## src/hdl/utf8_string_validator_macros.svh

```systemverilog
// Assertion macros for the UTF-8 string validator.
`ifndef UTF8_STRING_VALIDATOR_MACROS_SVH
`define UTF8_STRING_VALIDATOR_MACROS_SVH

`ifndef SYNTHESIS
`define UTF8V_ASSERT_IMP(label, clk, rst_n, ante, cons) \
  label: assert property (@(posedge clk) disable iff (!rst_n) (ante) |-> (cons)) \
    else $error("utf8v assertion failed");
`define UTF8V_ASSERT_NXT(label, clk, rst_n, ante, cons) \
  label: assert property (@(posedge clk) disable iff (!rst_n) (ante) |=> (cons)) \
    else $error("utf8v assertion failed");
`else
`define UTF8V_ASSERT_IMP(label, clk, rst_n, ante, cons)
`define UTF8V_ASSERT_NXT(label, clk, rst_n, ante, cons)
`endif

`endif

```

## src/hdl/utf8v_pkg.sv

```systemverilog
package utf8v_pkg;

  localparam int CP_W = 21;

  localparam logic [CP_W-1:0] CP_MAX      = 21'h10FFFF;
  localparam logic [CP_W-1:0] CP_SURR_LO  = 21'h00D7FF;
  localparam logic [CP_W-1:0] CP_SURR_HI  = 21'h00E000;
  localparam logic [CP_W-1:0] CP_BMP_TOP  = 21'h00FFFD;
  localparam logic [CP_W-1:0] CP_SUPP     = 21'h010000;
  localparam logic [CP_W-1:0] CP_MIN3     = 21'h000800;
  localparam logic [CP_W-1:0] CP_MIN2     = 21'h000080;
  localparam logic [CP_W-1:0] CP_TAB      = 21'h000009;
  localparam logic [CP_W-1:0] CP_LF       = 21'h00000A;
  localparam logic [CP_W-1:0] CP_CR       = 21'h00000D;
  localparam logic [CP_W-1:0] CP_SPACE    = 21'h000020;

  localparam logic MODE_UNICODE = 1'b0;

  typedef enum logic [2:0] {
    CLS_ZERO,
    CLS_ASCII,
    CLS_CONT,
    CLS_LEAD2,
    CLS_LEAD3,
    CLS_LEAD4,
    CLS_BAD
  } utf8v_cls_t;

  typedef struct packed {
    utf8v_cls_t  cls;
    logic [6:0]  data;
  } utf8v_tok_t;

  typedef struct packed {
    logic full;
    logic empty;
  } utf8v_fifo_st_t;

  function automatic logic range_ok(input logic mode, input logic [CP_W-1:0] cp);
    logic ok;
    if (mode == MODE_UNICODE) begin
      ok = (cp <= CP_MAX);
    end else begin
      ok = (cp == CP_TAB) || (cp == CP_LF) || (cp == CP_CR) ||
           ((cp >= CP_SPACE) && (cp <= CP_SURR_LO)) ||
           ((cp >= CP_SURR_HI) && (cp <= CP_BMP_TOP)) ||
           ((cp >= CP_SUPP) && (cp <= CP_MAX));
    end
    return ok;
  endfunction

endpackage

```

## src/hdl/utf8v_in_if.sv

```systemverilog
interface utf8v_in_if;
  logic       valid;
  logic       ready;
  logic [7:0] byte_in;

  modport source (output valid, output byte_in, input ready);
  modport sink (input valid, input byte_in, output ready);
endinterface

```

## src/hdl/utf8v_out_if.sv

```systemverilog
interface utf8v_out_if;
  logic valid;
  logic ready;
  logic string_ok;

  modport source (output valid, output string_ok, input ready);
  modport sink (input valid, input string_ok, output ready);
endinterface

```

## src/hdl/utf8v_fifo.sv

```systemverilog
module utf8v_fifo
  import utf8v_pkg::*;
(
  input  logic           clk,
  input  logic           rst_n,
  input  logic           push,
  input  utf8v_tok_t     push_tok,
  input  logic           pop,
  output utf8v_tok_t     head_tok,
  output utf8v_fifo_st_t st
);

  utf8v_tok_t mem_r [2];
  logic       wr_ptr_r;
  logic       wr_ptr_nxt;
  logic       rd_ptr_r;
  logic       rd_ptr_nxt;
  logic [1:0] cnt_r;
  logic [1:0] cnt_nxt;

  assign st.full  = (cnt_r == 2'd2);
  assign st.empty = (cnt_r == 2'd0);
  assign head_tok = mem_r[rd_ptr_r];

  always_comb begin
    wr_ptr_nxt = push ? ~wr_ptr_r : wr_ptr_r;
    rd_ptr_nxt = pop ? ~rd_ptr_r : rd_ptr_r;
    cnt_nxt    = cnt_r + {1'b0, push} - {1'b0, pop};
  end

  always_ff @(posedge clk) begin
    if (push) begin
      mem_r[wr_ptr_r] <= push_tok;
    end
  end

  always_ff @(posedge clk) begin
    if (!rst_n) begin
      wr_ptr_r <= 1'b0;
      rd_ptr_r <= 1'b0;
      cnt_r    <= 2'd0;
    end else begin
      wr_ptr_r <= wr_ptr_nxt;
      rd_ptr_r <= rd_ptr_nxt;
      cnt_r    <= cnt_nxt;
    end
  end

endmodule

```

## src/hdl/utf8v_front.sv

```systemverilog
module utf8v_front
  import utf8v_pkg::*;
(
  utf8v_in_if.sink   in_ch,
  input  logic       fifo_full,
  output logic       push,
  output utf8v_tok_t push_tok
);

  assign in_ch.ready = !fifo_full;
  assign push        = in_ch.valid && !fifo_full;

  always_comb begin
    push_tok.data = in_ch.byte_in[6:0];
    case (in_ch.byte_in) inside
      8'h00:          push_tok.cls = CLS_ZERO;
      [8'h01:8'h7F]:  push_tok.cls = CLS_ASCII;
      [8'h80:8'hBF]:  push_tok.cls = CLS_CONT;
      [8'hC0:8'hDF]:  push_tok.cls = CLS_LEAD2;
      [8'hE0:8'hEF]:  push_tok.cls = CLS_LEAD3;
      [8'hF0:8'hF7]:  push_tok.cls = CLS_LEAD4;
      default:        push_tok.cls = CLS_BAD;
    endcase
  end

endmodule

```

## src/hdl/utf8v_back.sv

```systemverilog
module utf8v_back
  import utf8v_pkg::*;
(
  input  logic        clk,
  input  logic        rst_n,
  input  logic        check_mode,
  input  logic        tok_valid,
  input  utf8v_tok_t  tok,
  output logic        pop,
  utf8v_out_if.source out_ch
);

  logic [CP_W-1:0] accum_r;
  logic [CP_W-1:0] accum_nxt;
  logic [1:0]      left_r;
  logic [1:0]      left_nxt;
  logic [1:0]      len_r;
  logic [1:0]      len_nxt;
  logic            err_r;
  logic            err_nxt;
  logic            out_valid_r;
  logic            out_valid_nxt;
  logic            out_ok_r;
  logic            out_ok_nxt;
  logic [CP_W-1:0] cp_next;
  logic [CP_W-1:0] min_cp;

  assign out_ch.valid     = out_valid_r;
  assign out_ch.string_ok = out_ok_r;

  assign pop = tok_valid &&
               ((tok.cls != CLS_ZERO) || !out_valid_r || out_ch.ready);

  assign cp_next = {accum_r[CP_W-7:0], tok.data[5:0]};

  always_comb begin
    case (len_r)
      2'd1:    min_cp = CP_MIN2;
      2'd2:    min_cp = CP_MIN3;
      default: min_cp = CP_SUPP;
    endcase
  end

  always_comb begin
    accum_nxt     = accum_r;
    left_nxt      = left_r;
    len_nxt       = len_r;
    err_nxt       = err_r;
    out_ok_nxt    = out_ok_r;
    out_valid_nxt = out_valid_r && !out_ch.ready;
    if (pop) begin
      if (tok.cls == CLS_ZERO) begin
        out_valid_nxt = 1'b1;
        out_ok_nxt    = !err_r && (left_r == 2'd0);
        accum_nxt     = '0;
        left_nxt      = 2'd0;
        len_nxt       = 2'd0;
        err_nxt       = 1'b0;
      end else if (!err_r) begin
        if (left_r == 2'd0) begin
          case (tok.cls)
            CLS_ASCII: begin
              err_nxt = !range_ok(check_mode, {{(CP_W-7){1'b0}}, tok.data});
            end
            CLS_LEAD2: begin
              accum_nxt = {{(CP_W-5){1'b0}}, tok.data[4:0]};
              left_nxt  = 2'd1;
              len_nxt   = 2'd1;
            end
            CLS_LEAD3: begin
              accum_nxt = {{(CP_W-4){1'b0}}, tok.data[3:0]};
              left_nxt  = 2'd2;
              len_nxt   = 2'd2;
            end
            CLS_LEAD4: begin
              accum_nxt = {{(CP_W-3){1'b0}}, tok.data[2:0]};
              left_nxt  = 2'd3;
              len_nxt   = 2'd3;
            end
            default: begin
              err_nxt = 1'b1;
            end
          endcase
        end else if (tok.cls != CLS_CONT) begin
          err_nxt = 1'b1;
        end else begin
          left_nxt = left_r - 2'd1;
          if (left_r == 2'd1) begin
            err_nxt   = (cp_next < min_cp) || !range_ok(check_mode, cp_next);
            accum_nxt = '0;
            len_nxt   = 2'd0;
          end else begin
            accum_nxt = cp_next;
          end
        end
      end
    end
  end

  always_ff @(posedge clk) begin
    out_ok_r <= out_ok_nxt;
  end

  always_ff @(posedge clk) begin
    if (!rst_n) begin
      accum_r     <= '0;
      left_r      <= 2'd0;
      len_r       <= 2'd0;
      err_r       <= 1'b0;
      out_valid_r <= 1'b0;
    end else begin
      accum_r     <= accum_nxt;
      left_r      <= left_nxt;
      len_r       <= len_nxt;
      err_r       <= err_nxt;
      out_valid_r <= out_valid_nxt;
    end
  end

endmodule

```

## src/hdl/utf8_string_validator.sv

```systemverilog
// Channel   Dir   Payload             Transaction
// in_ch     in    byte_in[7:0]        one string byte, zero ends the string
// out_ch    out   string_ok           one verdict per string
// cfg       in    cfg_wdata           check_mode, written when cfg_we is high
//
// One byte is taken per cycle while the queue is not full; a verdict is registered when its zero byte leaves the queue.
// Bytes pass through a two-entry queue between the classifier and the decoder.
// Reset is synchronous and clears the queue, the decoder state and check_mode.
// A stalled verdict stalls only zero bytes; other bytes keep draining the queue.
module utf8_string_validator
  import utf8v_pkg::*;
(
  input  logic        clk,
  input  logic        rst_n,
  input  logic        cfg_we,
  input  logic        cfg_wdata,
  utf8v_in_if.sink    in_ch,
  utf8v_out_if.source out_ch
);

  logic           check_mode_r;
  logic           push;
  logic           pop;
  utf8v_tok_t     push_tok;
  utf8v_tok_t     head_tok;
  utf8v_fifo_st_t fifo_st;

  always_ff @(posedge clk) begin
    if (!rst_n) begin
      check_mode_r <= MODE_UNICODE;
    end else if (cfg_we) begin
      check_mode_r <= cfg_wdata;
    end
  end

  utf8v_front u_front (
    .in_ch     (in_ch),
    .fifo_full (fifo_st.full),
    .push      (push),
    .push_tok  (push_tok)
  );

  utf8v_fifo u_fifo (
    .clk      (clk),
    .rst_n    (rst_n),
    .push     (push),
    .push_tok (push_tok),
    .pop      (pop),
    .head_tok (head_tok),
    .st       (fifo_st)
  );

  utf8v_back u_back (
    .clk        (clk),
    .rst_n      (rst_n),
    .check_mode (check_mode_r),
    .tok_valid  (!fifo_st.empty),
    .tok        (head_tok),
    .pop        (pop),
    .out_ch     (out_ch)
  );

`include "utf8_string_validator_macros.svh"

  `UTF8V_ASSERT_IMP(a_fifo_state, clk, rst_n, fifo_st.full, !fifo_st.empty)
  `UTF8V_ASSERT_IMP(a_pop_nonempty, clk, rst_n, pop, !fifo_st.empty)
  `UTF8V_ASSERT_NXT(a_zero_gives_verdict, clk, rst_n, pop && (head_tok.cls == CLS_ZERO), out_ch.valid)

endmodule
```

## src/flat_wrapper.sv

```systemverilog
// flat-port wrapper written by rule: the top's interface ports become plain ports
module utf8_string_validator_flat import utf8v_pkg::*;
  (clk, rst_n, cfg_we, cfg_wdata, in_ch_valid, in_ch_byte_in, in_ch_ready, out_ch_valid, out_ch_string_ok, out_ch_ready);
  utf8v_in_if in_ch_i ();
  utf8v_out_if out_ch_i ();
  input  logic clk;
  input  logic rst_n;
  input  logic cfg_we;
  input  logic cfg_wdata;
  input wire logic [$bits(in_ch_i.valid)-1:0] in_ch_valid;
  input wire logic [$bits(in_ch_i.byte_in)-1:0] in_ch_byte_in;
  output wire logic [$bits(in_ch_i.ready)-1:0] in_ch_ready;
  output wire logic [$bits(out_ch_i.valid)-1:0] out_ch_valid;
  output wire logic [$bits(out_ch_i.string_ok)-1:0] out_ch_string_ok;
  input wire logic [$bits(out_ch_i.ready)-1:0] out_ch_ready;
  assign in_ch_i.valid = in_ch_valid;
  assign in_ch_i.byte_in = in_ch_byte_in;
  assign in_ch_ready = in_ch_i.ready;
  assign out_ch_valid = out_ch_i.valid;
  assign out_ch_string_ok = out_ch_i.string_ok;
  assign out_ch_i.ready = out_ch_ready;
  utf8_string_validator u_core (.clk(clk), .rst_n(rst_n), .cfg_we(cfg_we), .cfg_wdata(cfg_wdata), .in_ch(in_ch_i), .out_ch(out_ch_i));
endmodule
```

## config.mk

```make
export PLATFORM = sky130hd
export DESIGN_NAME = utf8_string_validator_flat
export DESIGN_NICKNAME = d
export VERILOG_FILES = /design/src/hdl/utf8v_pkg.sv /design/src/hdl/utf8v_in_if.sv /design/src/hdl/utf8v_out_if.sv /design/src/hdl/utf8v_fifo.sv /design/src/hdl/utf8v_front.sv /design/src/hdl/utf8v_back.sv /design/src/hdl/utf8_string_validator.sv /design/src/flat_wrapper.sv
export VERILOG_INCLUDE_DIRS = /design/src /design/src/hdl
export SDC_FILE = /design/constraint.sdc
export NUM_CORES = 1
export LEC_CHECK = 0
export BUFFER_PORTS_ARGS = -buffer_cell sky130_fd_sc_hd__buf_2
export CORE_MARGIN = 1.5
export CORE_UTILIZATION = 55
export CTS_BUF_LIST = sky130_fd_sc_hd__clkbuf_2 sky130_fd_sc_hd__clkbuf_4 sky130_fd_sc_hd__clkbuf_8
export CTS_CLUSTER_DIAMETER = 30
export CTS_CLUSTER_SIZE = 40
export DETAILED_ROUTE_END_ITERATION = 7
export PLACE_DENSITY = 0.77
export SYNTH_ARGS = -nofsm -noshare
export SYNTH_HDL_FRONTEND = slang
export SYNTH_SLANG_ARGS = --single-unit
export TNS_END_PERCENT = 1
```

## constraint.sdc

```tcl
create_clock -name clk -period 2.29 [get_ports clk]
set_input_delay 0.229 -clock clk [delete_from_list [all_inputs] [get_ports clk]]
set_output_delay 0.229 -clock clk [all_outputs]
set_load 0.02 [all_outputs]
```

; Word level (Yosys, flattened, before mapping)
; Memories as Yosys holds them, arrays and structs flattened. A register that Yosys moved wholly into a read port is not among the register bits.
; Cells that the tools add are included.
[op_classes]
add_sub_neg = 3
order_cmp = 18
n_eq_ne = 18
n_mux = 48
n_bitwise = 2
reduce_logical = 40
[ops]
columns = cell, count
row1 = $mux W15, 5
row2 = $eq A21 B4 Y1 const B, 3
row3 = $pmux W15 S3, 1
row4 = $le A21 B16 Y1 const B, 2
row5 = $pmux W17 S2, 1
row6 = $ge A8 B8 Y1 const B, 4
row7 = $le A8 B8 Y1 const B, 4
row8 = $mux W1, 24
row9 = $mux W2, 11
row10 = $eq A7 B4 Y1 const B, 3
row11 = $ge A21 B16 Y1 const B, 1
row12 = $ge A21 B17 Y1 const B, 1
row13 = $ge A21 B6 Y1 const B, 1
row14 = $le A21 B21 Y1 const B, 1
row15 = $lt A21 B17 Y1, 1
row16 = $logic_and A1 B1 Y1, 12
row17 = $mux W3, 4
row18 = $logic_or A1 B1 Y1, 11
row19 = $ge A8 B1 Y1 const B, 1
row20 = $le A8 B7 Y1 const B, 1
row21 = $logic_not A8 Y1, 1
row22 = $ge A7 B6 Y1 const B, 1
row23 = $logic_not A1 Y1, 7
row24 = $eq A3 B3 Y1 const B, 2
row25 = 21 further kinds, 26
[totals]
reg_bits = 27
ramBits = 20
input_bits = 14
out_inout_bits = 3
wordCells = 140
memories = 1
[memory_table]
columns = memory, depth, width, rd, rd_clocked_by_memory_dff, write_ports, line
row1 = u_core.u_fifo.mem_r, 2, 10, 1, 1, 1, utf8v_fifo.sv:13  ; utf8v_tok_t mem_r [2];

; Longest topological paths before layout
[logic_depth]
depth_word = 20
ltp_mapped = 11
mapped_depth_nobuf = 10

; Cells and area by module
; A second synthesis with hierarchy kept.
[hier_totals]
hier_cells = 236
hier_area_um2 = 2432.3
[modules_own_cells]
columns = mod, instances, cells_per_inst, area_each_um2, seq_area_each_um2
row1 = utf8v_back, 1, 163, 1333.8, 450.4
row2 = utf8v_fifo, 1, 52, 943.4, 700.7
row3 = utf8v_front, 1, 17, 115.1, 0.0
row4 = utf8_string_validator, 1, 4, 40.0, 20.0

; Worst setup path before layout
; No wires, ideal clock.
[synth_path]
path_kind = register -> register
start = register (tool-made name)
end = register u_core.u_fifo.cnt_r[1]
setup_time_ns = 0.115
arrival_ns = 2.055
required_ns = 2.175
slack_ns = 0.120
stages_incl_launch_ff = 12
path_buffers = 1
synth_period_minus_slack_ns = 2.170
cell_sequence = dfxtp_1 buf_4 nor4_1 a21oi_1 o22ai_1 inv_1 ha_1 inv_1 ha_1 xnor2_1 xnor2_1 and2_1
[synth_lines]
columns = item, line
row1 = "end signal, assigned", utf8v_fifo.sv:45  ; cnt_r <= cnt_nxt;
row2 = "end, declared", utf8v_fifo.sv:18  ; logic [1:0] cnt_r;

==> out/metrics.cfg <==
[worst_setup_path]
crit_arrival_ns = 2.42
crit_type = register to register
cp_slowest_cell = edfxtp_1
path_max_fanout = 10
start_kind = register
slowest_delay_ns = 0.44
cp-end-kind = register
critical_path_required_ns = 2.52
path_cells = mux2_2 -> or3_1 -> a311o_1 -> o21ai_4 -> buf_4 -> o2111ai_1 -> o21ai_0

[worst_hold_path]
hp-class = input port to register

[routing]
drc = 0
wl_per_cell_um = 13.68
drt-initial-drc-count = 160
ant_nets = 0
via_per_inst = 5.712
wl_mm = 4.268
firstDrtPassIters = 4
vias = 1782

[flow_run]
maxCapViolations = 0

[global_route]
grt_overflow = 0
track_usage = 0.2084
grt_pass1_vias = 1495
antenna_found_initial = 0
grt_pass1_wl_mm = 7.134
grt_max_degree = 30

[synth]
syn_area_per_cell_um2 = 9.675
synth_common_cells = nand2_1 (30), dfxtp_1 (27), edfxtp_1 (21), o21ai_0 (19), nand3_1 (18)
syn_inst = 239
synth-edff-count = 21
synth_compound_area_frac = 0.1618
synth_simple_gate_area_frac = 0.1943
synthXorXnorAreaFrac = 0.01136
synth_nets = 259
ys.flop_type = dfxtp_1
ys_ff_latch = 48
synthMuxAreaShare = 0.04600
ys_seq_area_frac = 0.5065
synthArstFlopShare = 0
synth_top_family_by_area = simple AND/OR/NAND/NOR gates
yosysMostFrequentCell = nand2_1
ys_top_cells_by_area = edfxtp_1 (27%), dfxtp_1 (23%), nand2_1 (4.9%)
synth_top_cell_by_area = edfxtp_1
ys_types = 46
ys_warn_count = 0
synth_top_area_share = 0.2727
synthAdderAreaFrac = 0.03247
netlist_area_um2 = 2312

[sta]
slew_headroom = 0.5948
period_share = 0.9550
timing.fmax_mhz = 457.2
fin_crit_ns = 2.187
tightestPinTransition_ns = 0.6015
setup_viol = 0
fin_skew_ns = 0.003827
slew_viol_final = 0
hold_viol_final = 0
final.setup.tns_ns = 0

[floorplanning]
start_util = 0.5739
core.rowCount = 23
die_h_um = 67.84
ioPinCount = 17
die_x_um = 67.84
core_area_um2 = 4029
die-area_um2 = 4602

[power]
ir_worst_vdd_uv = 747.8
p_leak_nw = 0.9659
powerDensity_nw_per_um2 = 1097

[clocking]
htreeDepth = 2
cts_hold_buf = 0
cts_inserted_buffers = 5
clkLatencyLatePin_ns = 0.30
tritoncts = built
cts.sinks = 48
root_buffer = clkbuf_8
clk_pin_slew_ns = 0.08
clk_path_buf_depth = 2

[cells_and_area]
drive_above_1_share = 0.1489
multi_input_area_um2 = 1042
nFillCells = 338
seq_area_um2 = 1171
fin_nets = 281
final_util = 0.6457
area_delta_synth_final_pct = 12.50
antenna_cells = 0

[run_status]
status = completed

[placement]
hpwl_mm = 3.093
port_buffers = 16
place_congestion = 0.8106

[routing by layer]
layer,up-vias,part of all wire,global-route usage
met3,6,0.051,0.04441
met5,-,0,0
met4,0,0.012,0.06750
met1,808,0.46,0.2962
li1,924,-,-
met2,44,0.48,0.3186
[state kept, by name, summed over array words and instances, names as in the netlist, named ones only]
name                            cells
u_core.u_fifo.cnt_r                 2
u_core.u_back.left_r                2
u_core.check_mode_r                 1
u_core.u_back.out_ch.valid          1
u_core.u_back.accum_r              15
u_core.u_back.out_ch.string_ok      1
u_core.u_fifo.rd_ptr_r              1
u_core.u_back.err_r                 1
u_core.u_fifo.wr_ptr_r              1
u_core.u_fifo.mem_r                20
u_core.u_back.len_r                 2
[cell families (layout without fill, tap and decap cells)]
| kind of cell | count (synthesis) | after routing |
|---|---|---|
| fa+ha+maj | 6 | 6 |
| xor+xnor | 3 | 3 |
| flops | 48 | 48 |
| simple gates | 91 | 91 |
| compound gates | 57 | 57 |
| buf+inv | 24 | 47 |
| mux | 10 | 10 |
[critical path, delay by kind of cell (launching register included)]
family	cells	cell delay [ns]
buffers and inverters	1	0.18
AND/OR/NAND/NOR	1	0.37
AO/OA/AOI/OAI	4	0.79
flip-flops	1	0.44
multiplexers	1	0.34
[layout make-up]
type / count / share of cell area
clock buffers: 6 / 0.03175
clock inverters: 2 / 0.01299
inverters: 15 / 0.02165
multi-input cells: 167 / 0.4007
flip-flops and latches: 48 / 0.4502
well taps: 50 / 0.02405
repair buffers: 24 / 0.05868
[power breakdown]
part,internal (mW),switching [mW],total (mW)
combinational,0.475,0.577,1.05
clock,0.351,0.263,0.614
sequential,1.05,0.135,1.19
[placed cells by master (no fill, tap or decap), types with 7 or more instances in the layout]
cell type | synthesis | final
edfxtp_1 | 21 | 21
a21oi_1 | 10 | 9
inv_1 | 15 | 15
o21ai_0 | 19 | 19
nand2_1 | 30 | 30
dfxtp_1 | 27 | 27
nand3_1 | 18 | 18
buf_4 | 1 | 7
nor2_1 | 9 | 9
buf_2 | 0 | 16
[path summary, 6_finish.rpt]
kind	cells after the start	start	to	slack, ns
setup / recovery	7	u_core.u_fifo.mem_r[1][9]$_DFFE_PP_	u_core.u_back.accum_r[3]$_SDFFE_PN0P_	0.10
setup reg to reg	7	u_core.u_fifo.mem_r[1][9]$_DFFE_PP_	u_core.u_back.accum_r[3]$_SDFFE_PN0P_	0.10
hold / removal	1	in_ch_byte_in[1]	u_core.u_fifo.mem_r[1][1]$_DFFE_PP_	0.13
hold reg to reg	2	u_core.u_back.accum_r[11]$_SDFFE_PN0P_	u_core.u_back.accum_r[11]$_SDFFE_PN0P_	0.48
[timing repair]
| item | in CTS | in global routing |
|---|---|---|
| buffers inserted | 0 | 0 |
| gates resized for setup | 0 | 3 |
| setup endpoints to repair | 0 | 2 |
| hold endpoints to repair | 0 | 0 |
[metrics by stage]
stage                     instances  setup WS, ns  total power, mW  hold WS (ns)  instance area (um^2)
final                           312        0.1030            2.854        0.1261                  2601
after global placement          304        0.1053            2.223        0.4304                  2474
after global routing            312    -0.0006501            3.057        0.1240                  2601
after detailed placement        304        0.1297            2.244        0.4344                  2474
after CTS                       312       0.09811            2.861        0.1208                  2590
after floorplan                 239        0.1197            1.983        0.3279                  2312
(Power assumes the default switching activity.)
